[config.mk]
export PLATFORM = sky130hd
export DESIGN_NAME = lzbd_out_queue
export DESIGN_NICKNAME = d
export VERILOG_FILES = /design/src/lzbd_pkg.sv /design/src/lzbd_out_queue.sv
export SDC_FILE = /design/constraint.sdc
export NUM_CORES = 1
export LEC_CHECK = 0
export ABC_AREA = 1
export BUFFER_PORTS_ARGS = -buffer_cell sky130_fd_sc_hd__buf_2
export CORE_MARGIN = 3
export CORE_UTILIZATION = 50
export DETAILED_ROUTE_END_ITERATION = 10
export GPL_TIMING_DRIVEN = 0
export MAX_ROUTING_LAYER = met4
export PLACE_DENSITY = 0.85
export SLEW_MARGIN = 20
export SYNTH_ARGS = -nofsm -noshare
export SYNTH_HDL_FRONTEND = slang
export SYNTH_SLANG_ARGS = --single-unit
[constraint.sdc]
create_clock -name clk -period 2.07 [get_ports clk]
set_input_delay 0.414 -clock clk [delete_from_list [all_inputs] [get_ports clk]]
set_output_delay 0.414 -clock clk [all_outputs]
set_load 0.02 [all_outputs]
[src/lzbd_pkg.sv]
// Shared types and constants for the LZ back-reference decompressor.
// No dependencies.
`timescale 1ns / 1ps

package lzbd_pkg;

  localparam int CNT_W      = 24;
  localparam int HIST_DEPTH = 16384;           // power of two
  localparam int HIST_AW    = $clog2(HIST_DEPTH);
  localparam int OFF_BITS   = 13;
  localparam int LIT_BITS   = 8;
  localparam int EXT_BITS   = 8;
  localparam int DIST_BIAS  = 3;
  localparam int MIN_COPY   = 3;
  localparam int QUEUE_DEPTH = 3;

  typedef enum logic [2:0] {
    ST_BYTE = 3'd0,
    ST_DIST = 3'd1,
    ST_BUSY = 3'd2,
    ST_DONE = 3'd3,
    ST_SAT  = 3'd4
  } status_t;

  typedef struct packed {
    logic               is_copy;
    logic [7:0]         lit_byte;
    status_t            status;
    logic               last;
    logic [HIST_AW-1:0] wr_addr;
  } lzbd_s1_t;

  typedef struct packed {
    logic [7:0] data_byte;
    status_t    status;
    logic       last;
  } lzbd_res_t;

endpackage

[src/lzbd_out_queue.sv]
// Small result queue in front of the output channel.
// Depends on lzbd_pkg.
`timescale 1ns / 1ps

module lzbd_out_queue (
  input  logic                clk,
  input  logic                rst_n,
  input  logic                push,
  input  lzbd_pkg::lzbd_res_t push_data,
  input  logic                pop,
  output logic                not_empty,
  output lzbd_pkg::lzbd_res_t head,
  output logic [1:0]          count
);
  import lzbd_pkg::*;

  lzbd_res_t  entries [QUEUE_DEPTH];
  logic [1:0] rd_ptr_r, wr_ptr_r, count_r;

  function automatic logic [1:0] ptr_inc(input logic [1:0] p);
    ptr_inc = (p == 2'(QUEUE_DEPTH - 1)) ? 2'd0 : p + 2'd1;
  endfunction

  assign not_empty = (count_r != 2'd0);
  assign head      = entries[rd_ptr_r];
  assign count     = count_r;

  always_ff @(posedge clk) begin
    if (!rst_n) begin
      rd_ptr_r <= '0;
      wr_ptr_r <= '0;
      count_r  <= '0;
    end else begin
      if (push) begin
        wr_ptr_r <= ptr_inc(wr_ptr_r);
      end
      if (pop) begin
        rd_ptr_r <= ptr_inc(rd_ptr_r);
      end
      if (push && !pop) begin
        count_r <= count_r + 2'd1;
      end else if (pop && !push) begin
        count_r <= count_r - 2'd1;
      end
    end
  end

  always_ff @(posedge clk) begin
    if (push) begin
      entries[wr_ptr_r] <= push_data;
    end
  end

endmodule
Word level (Yosys, flattened, before mapping)

Memory sizes are Yosys's and may differ from the RTL's. A register that Yosys moved wholly into a read port is not among the register bits.
Cells that the tools add are included.

Add/sub/neg operators: 4
Equal/unequal tests: 2
Mux-type cells: 8
Reductions and logical operators: 6

Operators with widths:

| cell                                                                | number |
|---|---|
| 2-bit two-way mux                                                   | 6 |
| 2-bit by 1-bit adder with 2-bit output (second input constant)      | 3 |
| 2-bit equality test (second input constant)                         | 2 |
| 2-bit nonzero test                                                  | 2 |
| 1-bit logical AND                                                   | 2 |
| 1-bit logical NOT                                                   | 2 |
| 1-bit two-way mux                                                   | 2 |
| 2-bit by 1-bit subtractor with 2-bit output (second input constant) | 1 |

Bits in registers: 6
Memory bits (writable): 36
Output and inout port bits: 15
Logic and storage cells: 24
Memories kept: 1

Memories:

| name    | words | bits a word | rd ports | clocked after memory_dff | write ports | line                 | text |
|---|---|---|---|---|---|---|---|
| entries | 3     | 12          | 1        | 1                        | 1           | lzbd_out_queue.sv:17 | `lzbd_res_t entries [QUEUE_DEPTH];` |

Logic depth before layout (Yosys ltp)

Word-level depth: 4
Mapped depth: 8
Depth with buffers taken out: 8

Worst setup path after synthesis

No wires, ideal clock.

Path kind: input to register
From: input port push
To: memory entries[2][0] in the netlist's numbering, enable pin
Library setup time: 396 ps
Arrival: 1357 ps
Required time: 1674 ps
Path slack: 317 ps
Cell stages on the path: 2
Buffers on the path: 0
Cell sequence: inv_1 nor3_1

Word-level cells in the longest chain between the ends: 2

Ends and longest elaborated chain:

| element                                 | line                 | text |
|---|---|---|
| start: declaration                      | lzbd_out_queue.sv:8  | `input logic push,` |
| 1-bit two-way mux                       | lzbd_out_queue.sv:49 | `if (push) begin` |
| 1-bit two-way mux (not written as such) | lzbd_out_queue.sv:50 | `entries[wr_ptr_r] <= push_data;` |
| end: declaration                        | lzbd_out_queue.sv:17 |  |

No other way between the ends.

==> results.sh <==
export IMPL_status="finished, final reports clean"
export IMPL_ys_flop_type="edfxtp_1"
export IMPL_syn_area_mm2=0.00166
export IMPL_core_area_mm2=0.00310
export IMPL_synth_seq_cells=44
export IMPL_cts_buffers=5
export IMPL_syn_inst=134
export IMPL_synthToLayoutAreaGrowth_pct=16.4
export IMPL_synth_cell_types=16
export IMPL_cp_end_kind="output port"
export IMPL_multi_input_area_um2=329
export IMPL_grt_pass1_vias=1093
export IMPL_place_hpwl_mm=2.04
export IMPL_num_antenna_cells=0
export IMPL_final_cell_area_mm2=0.00193
export IMPL_slowest_stage="dfxtp_1"
export IMPL_fin_crit_sh_pct=86.5
export IMPL_hold_class="input port to register"
export IMPL_crit_chain="clkbuf_4 > a21oi_1 > a21oi_1 > buf_2"
export IMPL_grt_max_degree=14
export IMPL_min_to="entries[0][4]$_DFFE_PP_"
export IMPL_pre_cts_slack_ps=503
export IMPL_dpl_instance_area_mm2=0.00188
export IMPL_yosysMostFrequentCell="edfxtp_1"
export IMPL_cpMostUsedCell="a21oi_1"
export IMPL_max_cap_viol_count=0
export IMPL_crit_family="buffers and inverters"
export IMPL_gr_total_overflow=0
export IMPL_path_buf_inv=2
export IMPL_seq_area_mm2=0.00124
export IMPL_synth_commonest_cells="edfxtp_1, a21oi_1, nand2_1"
export IMPL_cts_htree_levels=2
export IMPL_gp_congestion=0.714
export IMPL_crit_arrival_ps=1380
export IMPL_die_w_um=63.6
export IMPL_routedWlPerCell_um=13.8
export IMPL_slew_headroom_pct=64.0
export IMPL_rsz0062_at_grt="false"
export IMPL_fin_util_pct=62.2
export IMPL_synth_edf_count=36
export IMPL_drv_slew=0
export IMPL_hold_violations=0
export IMPL_synthTopCellsByArea="edfxtp_1, dfxtp_1, a21oi_1, nand2_1, inv_1"
export IMPL_synthArstFlopShare_pct=0
export IMPL_numPortBuffers=30
export IMPL_clock_latency_ps=340
export IMPL_power_density_mw_per_mm2=851
export IMPL_placedCellCount=209
export IMPL_cts_hold_buf=0
export IMPL_regToRegEndpoint="entries[0][2]$_DFFE_PP_"
export IMPL_antenna_left=0
export IMPL_yosysTopAreaCellShare_pct=65.2
export IMPL_cp_start_kind="register"
export IMPL_finalSetupTns_ps=0
export IMPL_syn_avg_cell_area_um2=12.4
export IMPL_cts_tree="built"
export IMPL_clock_sinks=44
export IMPL_fp_row_count=20
export IMPL_critical_path_max_stage_delay_ps=390
export IMPL_clk_pin_slew_ps=110
export IMPL_nNetsFinal=189
export IMPL_min_from="push_data[4]"
export IMPL_root_buffer="clkbuf_4"
export IMPL_ios=31
export IMPL_fmax_ghz=0.559
export IMPL_power_mw=1.64
export IMPL_cts_buffer_depth=2
export IMPL_worstPathRequired_ps=1660
export IMPL_worstSetupPathType="register to output port"
export IMPL_antenna_found_initial=0
export IMPL_yosys_warnings=0
export IMPL_drcViolationCount=0
export IMPL_post_cts_resized=0
export IMPL_synth_fp_nets=151
export IMPL_drt_total_wl_mm=2.98
export IMPL_n_fill_cell=271
export IMPL_fin_skew_ps=7.16
export IMPL_min_period_ps=1790
export IMPL_reg2reg_from="wr_ptr_r[1]$_SDFFE_PN0P_"
export IMPL_max_vdd_ir_drop_v=0.000549
export IMPL_fin_ws_ps=280
export IMPL_grt_pass1_wl_mm=4.94
export IMPL_start_util_pct=53.5
export IMPL_worst_slew_pin_slew_ps=539
export IMPL_finalSetupViolations=0
export IMPL_yosys_area_top_type="edfxtp_1"
export IMPL_hold_ws_ps=262
export IMPL_reg2reg_setup_slack_ps=760
export IMPL_min_path_cells=1
export IMPL_leakagePower_nw=0.780
export IMPL_vias_per_cell=4.95
export IMPL_dieArea_mm2=0.00405
export IMPL_ff2ff_path_depth=3
export IMPL_vias=1075
export IMPL_drive_gt1_share_pct=24.9
export IMPL_final_cells=217
export IMPL_worst_path_max_fanout=10
export IMPL_dr_first_iter_drc_count=42
export IMPL_die_height_um=63.6
export IMPL_synth_sequential_area_ratio_pct=74.8
export IMPL_cts_setup_buffers=0
export IMPL_grt_use_total_pct=17.0
export IMPL_dr_pass1_iters=4
[cell type report]
| type | instances | share of cell area, % |
|---|---|---|
| Clock buffer | 7 | 2.33 |
| Clock inverter | 1 | 0.259 |
| Multi-Input combinational cell | 71 | 17.0 |
| Inverter | 15 | 2.92 |
| Tap cell | 44 | 2.85 |
| Sequential cell | 44 | 64.3 |
| Buffer | 4 | 1.94 |
| Timing Repair Buffer | 31 | 8.36 |
[logic make-up after synthesis]
kind of cell | share of synthesized area, %
fa+ha+maj | 0.754
compound gates | 9.05
buf+inv | 5.66
flops | 74.8
simple gates | 9.73
[sequential cells by signal (all words and copies together) (netlist names), named ones only]
signal and cells:
entries 36, count 2, rd_ptr_r 2, wr_ptr_r 2
[cells in the final DEF (no fill, tap or decap)]
master	synthesis	routed
a21oi_1	28	28
buf_2	0	30
buf_4	1	1
buf_6	2	3
clkbuf_1	0	2
clkbuf_4	1	6
clkinv_2	0	1
dfxtp_1	8	8
edfxtp_1	36	36
ha_1	1	1
inv_1	14	14
inv_2	1	1
nand2_1	20	20
nand3_1	3	3
nand4_1	1	1
nor2_1	14	14
nor3_2	0	1
nor3b_1	1	1
o21ai_0	2	2
[power breakdown]
group	switching, mW	internal (mW)
clock network	0.241	0.133
logic	0.163	0.0848
registers	0.0184	1.00
[worst max path at each step]
stage          depth (start not counted)                       to     start  slack, ps
2_1_floorplan                          2  entries[2][0]$_DFFE_PP_      push        320
3_5_place_dp                           4  entries[2][8]$_DFFE_PP_      push        500
3_3_place_gp                           3  entries[2][8]$_DFFE_PP_      push       -290
5_1_grt                                5                  head[8]  register        150
4_1_cts                                4                  head[4]  register        250
6_report                               4                  head[4]  register        280
[routing by layer]
layer / wire [µm] / GRT usage (%)
met1: 1200 / 18.1
met2: 1530 / 28.6
met3: 228 / 5.17
met4: 20 / 8.36
met5: 0 / -
(Power assumes the default switching activity.)
