--- src/lzbd_pkg.sv ---
// Shared types and constants for the LZ back-reference decompressor.
// No dependencies.
`timescale 1ns / 1ps

package lzbd_pkg;

  localparam int CNT_W      = 24;
  localparam int HIST_DEPTH = 16384;           // power of two
  localparam int HIST_AW    = $clog2(HIST_DEPTH);
  localparam int OFF_BITS   = 13;
  localparam int LIT_BITS   = 8;
  localparam int EXT_BITS   = 8;
  localparam int DIST_BIAS  = 3;
  localparam int MIN_COPY   = 3;
  localparam int QUEUE_DEPTH = 3;

  typedef enum logic [2:0] {
    ST_BYTE = 3'd0,
    ST_DIST = 3'd1,
    ST_BUSY = 3'd2,
    ST_DONE = 3'd3,
    ST_SAT  = 3'd4
  } status_t;

  typedef struct packed {
    logic               is_copy;
    logic [7:0]         lit_byte;
    status_t            status;
    logic               last;
    logic [HIST_AW-1:0] wr_addr;
  } lzbd_s1_t;

  typedef struct packed {
    logic [7:0] data_byte;
    status_t    status;
    logic       last;
  } lzbd_res_t;

endpackage

--- src/lzbd_parser.sv ---
// Bitstream parser: decode state, length accumulation, history read issue
// and the registered result stage. Depends on lzbd_pkg.
`timescale 1ns / 1ps

module lzbd_parser (
  input  logic                         clk,
  input  logic                         rst_n,
  input  logic                         cfg_we,
  input  logic [lzbd_pkg::CNT_W-1:0]   cfg_data,
  input  logic                         accept,
  input  logic                         req_type,
  input  logic                         code_bit,
  output logic                         rd_en,
  output logic [lzbd_pkg::HIST_AW-1:0] rd_addr,
  output logic                         s1_valid,
  output lzbd_pkg::lzbd_s1_t           s1
);
  import lzbd_pkg::*;

  typedef enum logic [4:0] {
    PH_FLAG = 5'b00001,
    PH_LIT  = 5'b00010,
    PH_OFF  = 5'b00100,
    PH_LVL  = 5'b01000,
    PH_EXT  = 5'b10000
  } phase_t;

  localparam logic [3:0] LVL_BITS [4] = '{4'd2, 4'd3, 4'd5, 4'd8};
  localparam logic [CNT_W-1:0] CNT_MAX = {CNT_W{1'b1}};

  function automatic logic [CNT_W:0] add_len(input logic [CNT_W-1:0] cur,
                                             input logic [7:0] v);
    logic [CNT_W:0] sum;
    sum = {1'b0, cur} + (CNT_W+1)'(v);
    if (sum[CNT_W]) begin
      add_len = {1'b1, CNT_MAX};
    end else begin
      add_len = sum;
    end
  endfunction

  logic [CNT_W-1:0] body_length_r;
  phase_t           phase_r, phase_nxt;
  logic [3:0]       bits_r, bits_nxt;
  logic [12:0]      shift_r, shift_nxt;
  logic [13:0]      dist_r, dist_nxt;
  logic [1:0]       level_r, level_nxt;
  logic [CNT_W-1:0] pending_r, pending_nxt;
  logic [CNT_W-1:0] done_r, done_nxt;

  logic             res_valid;
  lzbd_s1_t         res;

  logic [12:0]      shift_new;
  logic [3:0]       bits_new;
  logic [CNT_W-1:0] done_inc;
  logic [3:0]       w;
  logic [12:0]      mask;
  logic [12:0]      val;
  logic [CNT_W:0]   added;

  always_comb begin
    phase_nxt   = phase_r;
    bits_nxt    = bits_r;
    shift_nxt   = shift_r;
    dist_nxt    = dist_r;
    level_nxt   = level_r;
    pending_nxt = pending_r;
    done_nxt    = done_r;
    res_valid   = 1'b0;
    res.is_copy = 1'b0;
    res.lit_byte = 8'd0;
    res.status  = ST_BYTE;
    res.last    = 1'b0;
    res.wr_addr = done_r[HIST_AW-1:0];
    rd_en       = 1'b0;
    rd_addr     = HIST_AW'(done_r - CNT_W'(dist_r));
    shift_new   = {shift_r[11:0], code_bit};
    bits_new    = bits_r + 4'd1;
    done_inc    = done_r + CNT_W'(1);
    w           = LVL_BITS[level_r];
    mask        = (13'd1 << w) - 13'd1;
    val         = shift_new & mask;
    added       = add_len(pending_r, val[7:0]);

    if (accept) begin
      if (done_r >= body_length_r) begin
        res_valid  = 1'b1;
        res.status = ST_DONE;
      end else if (req_type) begin
        if (phase_r == PH_FLAG && pending_r != '0) begin
          res_valid = 1'b1;
          if (CNT_W'(dist_r) > done_r || 32'(dist_r) > HIST_DEPTH) begin
            pending_nxt = '0;
            res.status  = ST_DIST;
          end else begin
            pending_nxt = pending_r - CNT_W'(1);
            rd_en       = 1'b1;
            res.is_copy = 1'b1;
            res.last    = (done_inc == body_length_r);
            done_nxt    = done_inc;
          end
        end
      end else if (phase_r == PH_FLAG && pending_r != '0) begin
        res_valid  = 1'b1;
        res.status = ST_BUSY;
      end else begin
        case (phase_r)
          PH_FLAG: begin
            shift_nxt = '0;
            bits_nxt  = '0;
            phase_nxt = code_bit ? PH_OFF : PH_LIT;
          end
          PH_LIT: begin
            if (bits_new == 4'(LIT_BITS)) begin
              shift_nxt    = '0;
              bits_nxt     = '0;
              phase_nxt    = PH_FLAG;
              res_valid    = 1'b1;
              res.lit_byte = shift_new[7:0];
              res.last     = (done_inc == body_length_r);
              done_nxt     = done_inc;
            end else begin
              shift_nxt = shift_new;
              bits_nxt  = bits_new;
            end
          end
          PH_OFF: begin
            if (bits_new == 4'(OFF_BITS)) begin
              dist_nxt    = {1'b0, shift_new} + 14'(DIST_BIAS);
              shift_nxt   = '0;
              bits_nxt    = '0;
              pending_nxt = CNT_W'(MIN_COPY);
              level_nxt   = '0;
              phase_nxt   = PH_LVL;
            end else begin
              shift_nxt = shift_new;
              bits_nxt  = bits_new;
            end
          end
          PH_LVL: begin
            if (bits_new == w) begin
              shift_nxt   = '0;
              bits_nxt    = '0;
              pending_nxt = added[CNT_W-1:0];
              if (val != mask) begin
                phase_nxt = PH_FLAG;
              end else if (level_r == 2'd3) begin
                phase_nxt = PH_EXT;
              end else begin
                level_nxt = level_r + 2'd1;
              end
              if (added[CNT_W]) begin
                res_valid  = 1'b1;
                res.status = ST_SAT;
              end
            end else begin
              shift_nxt = shift_new;
              bits_nxt  = bits_new;
            end
          end
          PH_EXT: begin
            if (bits_new == 4'(EXT_BITS)) begin
              shift_nxt   = '0;
              bits_nxt    = '0;
              pending_nxt = added[CNT_W-1:0];
              if (shift_new[7:0] != 8'hFF) begin
                phase_nxt = PH_FLAG;
              end
              if (added[CNT_W]) begin
                res_valid  = 1'b1;
                res.status = ST_SAT;
              end
            end else begin
              shift_nxt = shift_new;
              bits_nxt  = bits_new;
            end
          end
          default: begin
            phase_nxt = PH_FLAG;
            shift_nxt = '0;
            bits_nxt  = '0;
          end
        endcase
      end
    end
  end

  always_ff @(posedge clk) begin
    if (!rst_n) begin
      body_length_r <= '0;
      phase_r       <= PH_FLAG;
      bits_r        <= '0;
      shift_r       <= '0;
      dist_r        <= '0;
      level_r       <= '0;
      pending_r     <= '0;
      done_r        <= '0;
      s1_valid      <= 1'b0;
    end else begin
      if (cfg_we) begin
        body_length_r <= cfg_data;
      end
      phase_r   <= phase_nxt;
      bits_r    <= bits_nxt;
      shift_r   <= shift_nxt;
      dist_r    <= dist_nxt;
      level_r   <= level_nxt;
      pending_r <= pending_nxt;
      done_r    <= done_nxt;
      s1_valid  <= res_valid;
    end
  end

  always_ff @(posedge clk) begin
    s1 <= res;
  end

endmodule

--- config.mk ---
export PLATFORM = sky130hd
export DESIGN_NAME = lzbd_parser
export DESIGN_NICKNAME = d
export VERILOG_FILES = /design/src/lzbd_pkg.sv /design/src/lzbd_parser.sv
export SDC_FILE = /design/constraint.sdc
export NUM_CORES = 1
export LEC_CHECK = 0
export BUFFER_PORTS_ARGS = -buffer_cell sky130_fd_sc_hd__buf_4
export CAP_MARGIN = 10
export CORE_MARGIN = 2
export CORE_UTILIZATION = 25
export DETAILED_ROUTE_END_ITERATION = 8
export PLACE_DENSITY = 0.48
export SLEW_MARGIN = 20
export SYNTH_ARGS = -nofsm -noshare
export SYNTH_HDL_FRONTEND = slang
export SYNTH_SLANG_ARGS = --single-unit
--- constraint.sdc ---
create_clock -name clk -period 4.9 [get_ports clk]
set_input_delay 0.245 -clock clk [delete_from_list [all_inputs] [get_ports clk]]
set_output_delay 0.245 -clock clk [all_outputs]
set_load 0.02 [all_outputs]
Yosys cells after proc, flatten, opt, wreduce, memory -nomap -nowiden --
Index checks and enable logic that the tools add are counted.
Word-level totals: register bits after elaboration 137, output and inout bits 43, input bits 30
Operators by class: shifts and indexed selects 1, mux-type cells 67, add/subtract/negate cells 8, bitwise operators 8, equal/unequal tests 26, reduce and logical (&&, ||, !) cells 16, $lt $le $gt $ge 3
Operators with widths (count):
- $mux 24 | 13
- $pmux 24 s3 | 1
- $mux 12 | 3
- $pmux 12 s3 | 1
- $mux 5 | 7
- $add 24x8->25 | 1
- $mux 25 | 1
- $pmux 5 s5 | 1
- $add 24x1->24 const B | 1
- $eq 24x24->1 | 1
- $ge 24x24->1 | 1
- $gt 14x24->1 | 1
- $mux 4 | 6
- $reduce_bool 24->1 | 1
- $sub 24x1->24 const B | 1
- $mux 1 | 18
- $ne 2x2->1 const B | 9
- $mux 3 | 5
- $add 13x2->14 const B | 1
- $sub 14x14->14 | 1
- $and 13x13->13 | 1
- $ne 13x13->1 | 1
- $shl 1x4->13 const A | 1
- $sub 13x1->13 const B | 1
- other kinds (34) | 51

Depth between registers and ports, before layout --
Gate-level depths: netlist (run 1).
depth in word-level cells 15, gate-level depth with buffers 15, mapped depth without buffers 15

Worst setup path after synthesis (run 1) --
Ideal clock, no wire load.
path kind register to register, from register level_r[1], to register pending_r[23], buffers on the path 1, setup time 0.134 ns, arrival time 3.669 ns, period minus slack after synthesis 3.802 ns, cell stages (with the launch flop) 16, slack 1.098 ns, cells stage by stage dfxtp_1 -> ha_1 -> clkbuf_1 -> or3b_2 -> ha_1 -> nand2b_1 -> inv_1 -> ha_1 -> a211o_1 -> a2111oi_0 -> o31ai_1 -> nor2b_1 -> nand3_1 -> mux2_2 -> nand3_1 -> a21oi_1
On the way: longest elaborated chain between the ends 13
RTL lines:
- start, declared | RTL line lzbd_parser.sv:47 | logic [1:0] level_r, level_nxt;
- start signal, assigned | RTL line lzbd_parser.sv:208 | level_r <= level_nxt;
- $not 2->3 (implied by the code) * | RTL line lzbd_parser.sv:81 | w = LVL_BITS[level_r];
- $bmux 4 s2 * | RTL line lzbd_parser.sv:81
- $mux 4 (implied by the code) * (2 in series) | RTL line lzbd_parser.sv:81
- $shl 1x4->13 | RTL line lzbd_parser.sv:82 | mask = (13'd1 << w) - 13'd1;
- $sub 13x1->13 | RTL line lzbd_parser.sv:82
- $and 13x13->13 | RTL line lzbd_parser.sv:83 | val = shift_new & mask;
- $add 24x8->25 | RTL line lzbd_parser.sv:34 | sum = {1'b0, cur} + (CNT_W+1)'(v);
- $mux 25 | RTL line lzbd_parser.sv:35 | if (sum[CNT_W]) begin
- $mux 24, on equally long branches | RTL line lzbd_parser.sv:163, lzbd_parser.sv:142
- $pmux 24 s3 | RTL line lzbd_parser.sv:108 | case (phase_r)
- $mux 24 | RTL line lzbd_parser.sv:104 | end else if (phase_r == PH_FLAG && pending_r != '0) begin
- $mux 24 | RTL line lzbd_parser.sv:90 | end else if (req_type) begin
- end signal, assigned | RTL line lzbd_parser.sv:209 | pending_r <= pending_nxt;
- end, declared | RTL line lzbd_parser.sv:48 | logic [CNT_W-1:0] pending_r, pending_nxt;
Mark *: on every way between the ends. The rest lies on a longest branch, timed or not. The select of a mux whose other input is x is not followed. A chain may end at the register's enable or synchronous reset.

Final worst setup path (run 1) --
from register level_r[0], to register pending_r[23]
Same word-level chain as after synthesis.

==> impl_metrics.env, run 1 <==
export IMPL_status="completed"
export IMPL_vias=8685
export IMPL_initialDrtViolationCount=566
export IMPL_grt_pass1_vias=8229
export IMPL_drtAntennaViolNets=0
export IMPL_power_density_mw_per_mm2=465.6
export IMPL_wirelength_mm=28.55
export IMPL_place_gp_congestion=0.8376
export IMPL_arrival_ps=4550
export IMPL_first_pass_iters=5
export IMPL_io_pins=73
export IMPL_ys_async_sr_fraction_pct=0
export IMPL_io_buffer_count=72
export IMPL_syn_nets=1332
export IMPL_path_class="reg2reg"
export IMPL_reg2reg_depth=15
export IMPL_clkLatencyLatePin_ps=440
export IMPL_synth_seq_area_share_pct=28.70
export IMPL_worstPathRequired_ps=5210
export IMPL_areaGrowthSynthToFinish_pct=16.94
export IMPL_grt_remaining_overflow=0
export IMPL_cts_max_level=4
export IMPL_drc=0
export IMPL_max_cap_violations=0
export IMPL_avgRoutedWirePerCell_um=15.99
export IMPL_syn_avg_cell_area_um2=7.813
export IMPL_viasPerCell=4.863
export IMPL_cp_end_kind="flop"
export IMPL_ys_warnings_count=0
export IMPL_n_antenna_cell=0
export IMPL_tightest_slew_ps=1115
export IMPL_ys_flop_type="dfxtp_1"
export IMPL_grt_setup_unrepaired="no"
export IMPL_grt_pass1_wl_mm=45.35
export IMPL_netlist_area_mm2=0.009555
export IMPL_final_nets=1371
export IMPL_dp_hpwl_mm=21.00
export IMPL_start_util_pct=25.37
export IMPL_antenna_found_initial=0
export IMPL_final_cells=1786
export IMPL_finalPower_uw=5202
export IMPL_rows=71
export IMPL_final_util_pct=29.67
export IMPL_die_area_mm2=0.03980
export IMPL_finalCritPeriodShare_pct=86.55
export IMPL_cellLeakagePower_uw=0.004386
export IMPL_cts_resized=0
export IMPL_track_usage_pct=14.56
export IMPL_cts_hold_buffers=0
export IMPL_clock_sinks=137
export IMPL_startpoint_type="flop"
export IMPL_setup_viol=0
export IMPL_postCtsSetupBuffers=0
export IMPL_placedCellCount=1754
export IMPL_fin_tns_setup_ps=0
export IMPL_cp_cell_sequence="inv_1, ha_1, or3b_2, ha_1, nand2b_1, inv_1, ha_1, a211o_1, a2111oi_0, o31ai_1, nor2b_1, nand3_1, mux2_2, nand3_1, a21oi_1"
export IMPL_period_minus_slack_ps=4241
export IMPL_slew_headroom_pct=25.67
export IMPL_hold_depth=3
export IMPL_vdd_drop_max_mv=0.4277
export IMPL_nFillCells=4154
export IMPL_clk_pin_slew_ps=70
export IMPL_hold_ws_ps=36.68
export IMPL_hold_violations=0
export IMPL_synth_seq_cells=137
export IMPL_path_common_cell="ha_1"
export IMPL_syn_inst=1223
export IMPL_clock_skew_ps=12.29
export IMPL_synthDistinctLibCells=81
export IMPL_grt_max_degree=76
export IMPL_cts_path_max_buffers=2
export IMPL_coreArea_mm2=0.03767
export IMPL_die_w_um=199.5
export IMPL_cts_tree="built"
export IMPL_dieHeight_um=199.5
export IMPL_max_freq_mhz=235.8
export IMPL_final_max_slew_violation_count=0
export IMPL_drive_gt1_share_pct=12.08
export IMPL_min_path_type="in2reg"
export IMPL_critical_path_max_stage_delay_ps=550
export IMPL_cts_buffers=17
export IMPL_root_buffer="clkbuf_16"
export IMPL_cp_slowest_cell="a2111oi_0"
export IMPL_synth_edff_count=0
export IMPL_cp_max_fo=7
[sequential cells by signal, summed over array words and instances, names as in the netlist]
signal         flops
bits_r             4
body_length_r     24
dist_r            14
done_r            24
level_r            2
pending_r         24
phase_r            5
s1                27
s1_valid           1
shift_r           12
[cell usage after synthesis (14+ instances only)]
master | number | area, um2
dfxtp_1 | 137 | 2743
nor2_1 | 130 | 488.0
nand2_1 | 92 | 345.3
o21ai_0 | 84 | 420.4
inv_1 | 79 | 296.5
ha_1 | 77 | 963.4
a21oi_1 | 73 | 365.4
clkbuf_1 | 60 | 225.2
nand3_1 | 54 | 270.3
xnor2_1 | 53 | 464.2
nor3_1 | 38 | 190.2
mux2i_1 | 33 | 330.3
xor2_1 | 28 | 245.2
and3_1 | 22 | 137.6
and2_1 | 14 | 87.58
nor4_1 | 14 | 87.58
[cell usage in the layout, fill, tap and decap left out, types with 33 or more instances in the layout]
| cell type | instances |
|---|---|
| inv_1 | 79 |
| nor3_1 | 38 |
| buf_4 | 91 |
| a21oi_1 | 73 |
| mux2i_1 | 33 |
| dfxtp_1 | 137 |
| xnor2_1 | 53 |
| o21ai_0 | 84 |
| ha_1 | 77 |
| nor2_1 | 130 |
| nand3_1 | 54 |
| nand2_1 | 92 |
[worst paths after layout]
kind / from / endpoint / slack (ps)
max: level_r[0] / pending_r[23] / 660
min: cfg_data[8] / body_length_r[8] / 40
max reg2reg: level_r[0] / pending_r[23] / 660
min reg2reg: pending_r[7] / pending_r[7] / 480
[report_power, final]
group | internal, uW | switching [uW] | leakage (uW) | total (uW)
Combinational | 866 | 1650 | 0.00300 | 2520
Sequential | 1230 | 190 | 0.00111 | 1420
Clock | 682 | 582 | 0.000275 | 1260
Total | 2780 | 2430 | 0.00439 | 5200
[cell families (layout without fill, tap and decap cells)]
logic type,after synthesis,in the layout,share of synthesized area [%]
buffers and inverters,151,203,6.246
other,1,1,0.03924
and+or+nand+nor,451,451,23.60
muxes,35,35,3.693
AOI/OAI and AO/OA,287,287,19.56
xor gates and xnor gates,82,82,7.660
adders and majority gates,79,79,10.50
DFF,137,137,28.70
[worst max-delay path: cells and delay by family (launching register included)]
family          cells  cell delay [ps]
compound gates      4             1270
fa+ha+maj           3              810
buf+inv             2              200
flops               1              450
mux                 1              330
simple gates        5             1040
[area by class of cell]
cell class,instances,area [um2],share of cell area [%]
clock buffer,18,439.2,3.930
sequential,137,2743,24.54
clock inverter,14,123.9,1.108
multi-input combinational,935,6245,55.88
tap,511,639.4,5.722
timing repair buffer,91,683.2,6.114
inverter,80,301.5,2.698
[per-layer routing]
| metal | global-route usage [%] | vias up | wire length [um] | share of wire [%] |
|---|---|---|---|---|
| li1 | - | 4415 | - | - |
| met1 | 19.80 | 4050 | 13930 | 49 |
| met2 | 23.91 | 197 | 13200 | 46 |
| met3 | 1.992 | 23 | 1022 | 3.6 |
| met4 | 4.225 | 0 | 398 | 1.4 |
| met5 | 0 | - | 0 | 0 |
[stage by stage]
stage                     setup slack [ps]  cell area, um2
after floorplan                       1098            9555
after global placement               668.5           10610
after detailed placement             661.4           10610
after CTS                            650.3           11170
after global routing                 359.1           11170
final                                658.8           11170
Power figures use the tool's default switching activity.
==> inputs of run 2 (changes only) <==
--- a/config.mk
+++ b/config.mk
@@ -7,7 +7,7 @@
 export LEC_CHECK = 0
 export BUFFER_PORTS_ARGS = -buffer_cell sky130_fd_sc_hd__buf_4
 export CAP_MARGIN = 10
-export CORE_MARGIN = 2
+export CORE_MARGIN = 4
 export CORE_UTILIZATION = 25
 export DETAILED_ROUTE_END_ITERATION = 8
 export PLACE_DENSITY = 0.48
==> impl_metrics.env, run 2 (synthesis gave the netlist of run 1 again) <==
export IMPL_status="completed"
export IMPL_final_util_pct=29.71
export IMPL_clock_sinks=137
export IMPL_placedCellCount=1749
export IMPL_tightest_slew_ps=990.0
export IMPL_cts_path_max_buffers=2
export IMPL_place_gp_congestion=0.8648
export IMPL_worstPathRequired_ps=5180
export IMPL_fin_tns_setup_ps=0
export IMPL_cp_end_kind="flop"
export IMPL_final_max_slew_violation_count=0
export IMPL_track_usage_pct=13.75
export IMPL_start_util_pct=25.37
export IMPL_grt_remaining_overflow=0
export IMPL_die_area_mm2=0.04141
export IMPL_min_path_type="in2reg"
export IMPL_cellLeakagePower_uw=0.004377
export IMPL_setup_viol=0
export IMPL_cts_tree="built"
export IMPL_slew_headroom_pct=34.00
export IMPL_postCtsSetupBuffers=0
export IMPL_startpoint_type="flop"
export IMPL_first_pass_iters=5
export IMPL_path_common_cell="ha_1"
export IMPL_cts_resized=0
export IMPL_arrival_ps=4570
export IMPL_rows=71
export IMPL_drtAntennaViolNets=0
export IMPL_coreArea_mm2=0.03767
export IMPL_clkLatencyLatePin_ps=440
export IMPL_grt_setup_unrepaired="no"
export IMPL_antenna_found_initial=0
export IMPL_final_common_cell="dfxtp_1"
export IMPL_die_w_um=203.5
export IMPL_path_class="reg2reg"
export IMPL_cts_buffers=17
export IMPL_avgRoutedWirePerCell_um=16.13
export IMPL_clock_skew_ps=11.87
export IMPL_vias=8739
export IMPL_cp_slowest_cell="a2111oi_0"
export IMPL_max_freq_mhz=233.0
export IMPL_finalCritPeriodShare_pct=87.59
export IMPL_drc=0
export IMPL_viasPerCell=4.912
export IMPL_dp_hpwl_mm=21.18
export IMPL_n_antenna_cell=0
export IMPL_clk_pin_slew_ps=70
export IMPL_io_buffer_count=72
export IMPL_cp_cell_sequence="inv_1, ha_1, or3b_2, ha_1, nand2b_1, inv_1, ha_1, a211o_1, a2111oi_0, o31ai_1, nor2b_1, nand3_1, mux2_2, nand3_1, a21oi_1"
export IMPL_setup_slack_ps=608.2
export IMPL_grt_pass1_vias=8274
export IMPL_final_cells=1779
export IMPL_grt_max_degree=59
export IMPL_power_density_mw_per_mm2=474.3
export IMPL_root_buffer="clkbuf_16"
export IMPL_grt_pass1_wl_mm=45.94
export IMPL_finalPower_uw=5307
export IMPL_regMostFlops="s1"
export IMPL_hold_violations=0
export IMPL_dieHeight_um=203.5
export IMPL_dp_slack_ps=625.3
export IMPL_io_pins=73
export IMPL_areaGrowthSynthToFinish_pct=17.11
export IMPL_period_minus_slack_ps=4292
export IMPL_cts_hold_buffers=0
export IMPL_largest_reg_flops=27
export IMPL_cp_max_fo=7
export IMPL_cts_max_level=4
export IMPL_max_cap_violations=0
export IMPL_critical_path_max_stage_delay_ps=580
export IMPL_vdd_drop_max_mv=0.4000
export IMPL_final_nets=1366
export IMPL_drive_gt1_share_pct=11.51
export IMPL_initialDrtViolationCount=546
export IMPL_wirelength_mm=28.69
export IMPL_final_cell_mix="dfxtp_1 (137), nor2_1 (130), nand2_1 (92), buf_4 (86), o21ai_0 (84)"
==> run 2: changes by cell type in the layout (fill, tap and decap cells not counted) <==
cell | previous run | this run
bufinv_16 | 0 | 4
inv_6 | 7 | 4
o21ai_2 | 1 | 0
inv_8 | 3 | 0
o21ai_1 | 0 | 1
clkbuf_8 | 1 | 0
buf_4 | 91 | 86
clkinvlp_4 | 2 | 3
clkinv_4 | 1 | 2
clkinv_2 | 2 | 1
==> run 2: through the flow <==
| step | hold WS (ps) | instance area [um2] |
|---|---|---|
| 2_1_floorplan | 340.6 | 9555 |
| 3_3_place_gp | 466.4 | 10570 |
| 3_5_place_dp | 468.2 | 10570 |
| 4_1_cts | 31.90 | 11190 |
| 5_1_grt | 42.15 | 11190 |
| 6_report | 48.46 | 11190 |
==> run 2: power by group <==
group | internal [uW] | total [uW] | switching, uW
clock | 853 | 1390 | 541
sequential | 1230 | 1420 | 189
combinational | 867 | 2490 | 1630
==> run 2: worst max-delay path, delay by kind of cell (launching register included) <==
kind	cells	cell delay, ps
buf+inv	2	200
simple gates	5	1040
mux	1	330
compound gates	4	1300
flops	1	450
fa+ha+maj	3	820
==> run 2: final cells by class <==
type	count	area [um2]
fill	4106	26480
multi-input combinational	935	6241
sequential	137	2743
timing repair buffer	86	645.6
tap	511	639.4
clock buffer	17	425.4
inverter	80	301.5
clock inverter	13	195.2
==> run 2: layer usage <==
metal | vias up | GRT usage (%) | wire length, um
met4 | 0 | 3.421 | 422
met2 | 188 | 22.58 | 13380
li1 | 4397 | - | -
met3 | 24 | 2.576 | 1147
met5 | - | 0 | 0
met1 | 4130 | 18.74 | 13740
==> run 2: path summary, 6_finish.rpt <==
| kind | from | end | slack [ps] | cells past startpoint |
|---|---|---|---|---|
| worst max-delay path | level_r[0] | pending_r[23] | 610 | 15 |
| worst min-delay path | cfg_data[3] | body_length_r[3] | 50 | 3 |
| worst max register to register | level_r[0] | pending_r[23] | 610 | 15 |
| worst min register to register | pending_r[7] | pending_r[7] | 480 | 2 |
==> inputs of run 3 (changes only) <==
--- a/config.mk
+++ b/config.mk
@@ -5,7 +5,7 @@
 export SDC_FILE = /design/constraint.sdc
 export NUM_CORES = 1
 export LEC_CHECK = 0
-export BUFFER_PORTS_ARGS = -buffer_cell sky130_fd_sc_hd__buf_4
+export BUFFER_PORTS_ARGS = -buffer_cell sky130_fd_sc_hd__buf_2
 export CAP_MARGIN = 10
 export CORE_MARGIN = 4
 export CORE_UTILIZATION = 25
==> impl_metrics.env, run 3 (synthesis gave the netlist of run 1 again) <==
export IMPL_period_minus_slack_ps=4349
export IMPL_start_util_pct=25.37
export IMPL_antenna_found_initial=0
export IMPL_cellLeakagePower_uw=0.004379
export IMPL_finalCritPeriodShare_pct=88.75
export IMPL_n_antenna_cell=0
export IMPL_final_max_slew_violation_count=0
export IMPL_cp_cell_sequence="inv_1, ha_1, or3b_2, ha_1, nand2b_1, inv_1, ha_1, a211o_1, a2111oi_0, o31ai_1, nor2b_1, nand3_1, mux2_2, nand3_1, a21oi_1"
export IMPL_first_pass_iters=5
export IMPL_worstPathRequired_ps=5210
export IMPL_coreArea_mm2=0.03767
export IMPL_setup_slack_ps=551.2
export IMPL_avgRoutedWirePerCell_um=16.24
export IMPL_grt_remaining_overflow=0
export IMPL_clk_pin_slew_ps=70
export IMPL_initialDrtViolationCount=513
export IMPL_cp_slowest_cell="a2111oi_0"
export IMPL_power_density_mw_per_mm2=480.3
export IMPL_grt_pass1_wl_mm=46.55
export IMPL_path_common_cell="ha_1"
export IMPL_slew_headroom_pct=39.79
export IMPL_areaGrowthSynthToFinish_pct=15.54
export IMPL_cts_tree="built"
export IMPL_crit_buf_inv=2
export IMPL_final_cell_mix="dfxtp_1 (137), nor2_1 (130), nand2_1 (92), o21ai_0 (84), inv_1 (79)"
export IMPL_track_usage_pct=13.98
export IMPL_cp_end_kind="flop"
export IMPL_drc=0
export IMPL_cts_path_max_buffers=2
export IMPL_dp_hpwl_mm=21.25
export IMPL_grt_max_degree=77
export IMPL_cts_buffers=17
export IMPL_tightest_slew_ps=903.1
export IMPL_path_class="reg2reg"
export IMPL_cts_max_level=4
export IMPL_io_buffer_count=72
export IMPL_final_util_pct=29.31
export IMPL_path_delay_family="compound AO/OA/AOI/OAI gates"
export IMPL_vias=8753
export IMPL_grt_setup_unrepaired="no"
export IMPL_die_w_um=203.5
export IMPL_cp_max_fo=7
export IMPL_status="completed"
export IMPL_drive_gt1_share_pct=12.01
export IMPL_max_cap_violations=0
export IMPL_place_gp_congestion=0.8447
export IMPL_hold_violations=0
export IMPL_fin_tns_setup_ps=0
export IMPL_io_pins=73
export IMPL_drtAntennaViolNets=0
export IMPL_critical_path_max_stage_delay_ps=600
export IMPL_die_area_mm2=0.04141
export IMPL_cts_resized=0
export IMPL_clkLatencyLatePin_ps=440
export IMPL_postCtsSetupBuffers=0
export IMPL_wirelength_mm=28.98
export IMPL_largest_reg_flops=27
export IMPL_clock_skew_ps=11.72
export IMPL_max_freq_mhz=229.9
export IMPL_setup_viol=0
export IMPL_grt_pass1_vias=8345
export IMPL_min_path_type="in2reg"
export IMPL_cts_hold_buffers=0
export IMPL_arrival_ps=4660
export IMPL_rows=71
export IMPL_viasPerCell=4.904
export IMPL_vdd_drop_max_mv=0.4232
export IMPL_dp_slack_ps=621.1
export IMPL_regMostFlops="s1"
export IMPL_root_buffer="clkbuf_16"
export IMPL_final_common_cell="dfxtp_1"
export IMPL_clock_sinks=137
export IMPL_startpoint_type="flop"
export IMPL_dieHeight_um=203.5
export IMPL_final_nets=1370
==> run 3: cell types whose count changed in the layout (fill, tap and decap cells not counted) <==
cell        before  now
buf_2            0   72
buf_4           86   18
inv_6            4    7
a21oi_1         73   72
a21oi_2          1    2
bufinv_16        4    3
clkbuf_1         0    1
clkinvlp_4       3    2
o21ai_1          1    0
o21ai_2          0    1
==> run 3: layout make-up <==
class | instances | area (um2)
Sequential cell | 137 | 2743
Timing Repair Buffer | 90 | 495.5
Clock inverter | 14 | 183.9
Multi-Input combinational cell | 935 | 6248
Inverter | 80 | 301.5
Clock buffer | 18 | 429.2
Fill cell | 4160 | 26630
Tap cell | 511 | 639.4
==> run 3: power breakdown <==
group / switching (uW) / internal, uW
Clock: 575 / 814
Sequential: 192 / 1230
Combinational: 1650 / 847
==> run 3: worst min-delay path: cells and delay by family <==
family	cells	cell delay (ps)
buffers and inverters	1	70
AND/OR/NAND/NOR	1	70
multiplexers	1	50
==> run 3: per-stage QoR <==
| step | power, uW | hold slack, ps | std cells | area, um2 |
|---|---|---|---|---|
| floorplan | 3231 | 340.6 | 1223 | 9555 |
| global placement | 3899 | 470.5 | 1753 | 10420 |
| detailed placement | 3911 | 471.6 | 1753 | 10420 |
| CTS | 5332 | 11.45 | 1785 | 11040 |
| global route | 5696 | 36.60 | 1785 | 11040 |
| finish | 5302 | 38.50 | 1785 | 11040 |
==> run 3: worst paths after layout <==
path                     start           endpoint  slack [ps]  cells past startpoint
setup / recovery    level_r[0]      pending_r[23]         550                     15
hold reg to reg   pending_r[7]       pending_r[7]         480                      2
hold / removal    cfg_data[14]  body_length_r[14]          40                      3
setup reg to reg    level_r[0]      pending_r[23]         550                     15
==> run 3: per-layer routing <==
layer | wire, um | track usage (%) | share of wire (%)
met1 | 14210 | 19.47 | 49
met5 | 0 | 0 | 0
met2 | 13290 | 22.47 | 46
met4 | 512 | 4.240 | 1.8
met3 | 963 | 2.051 | 3.3
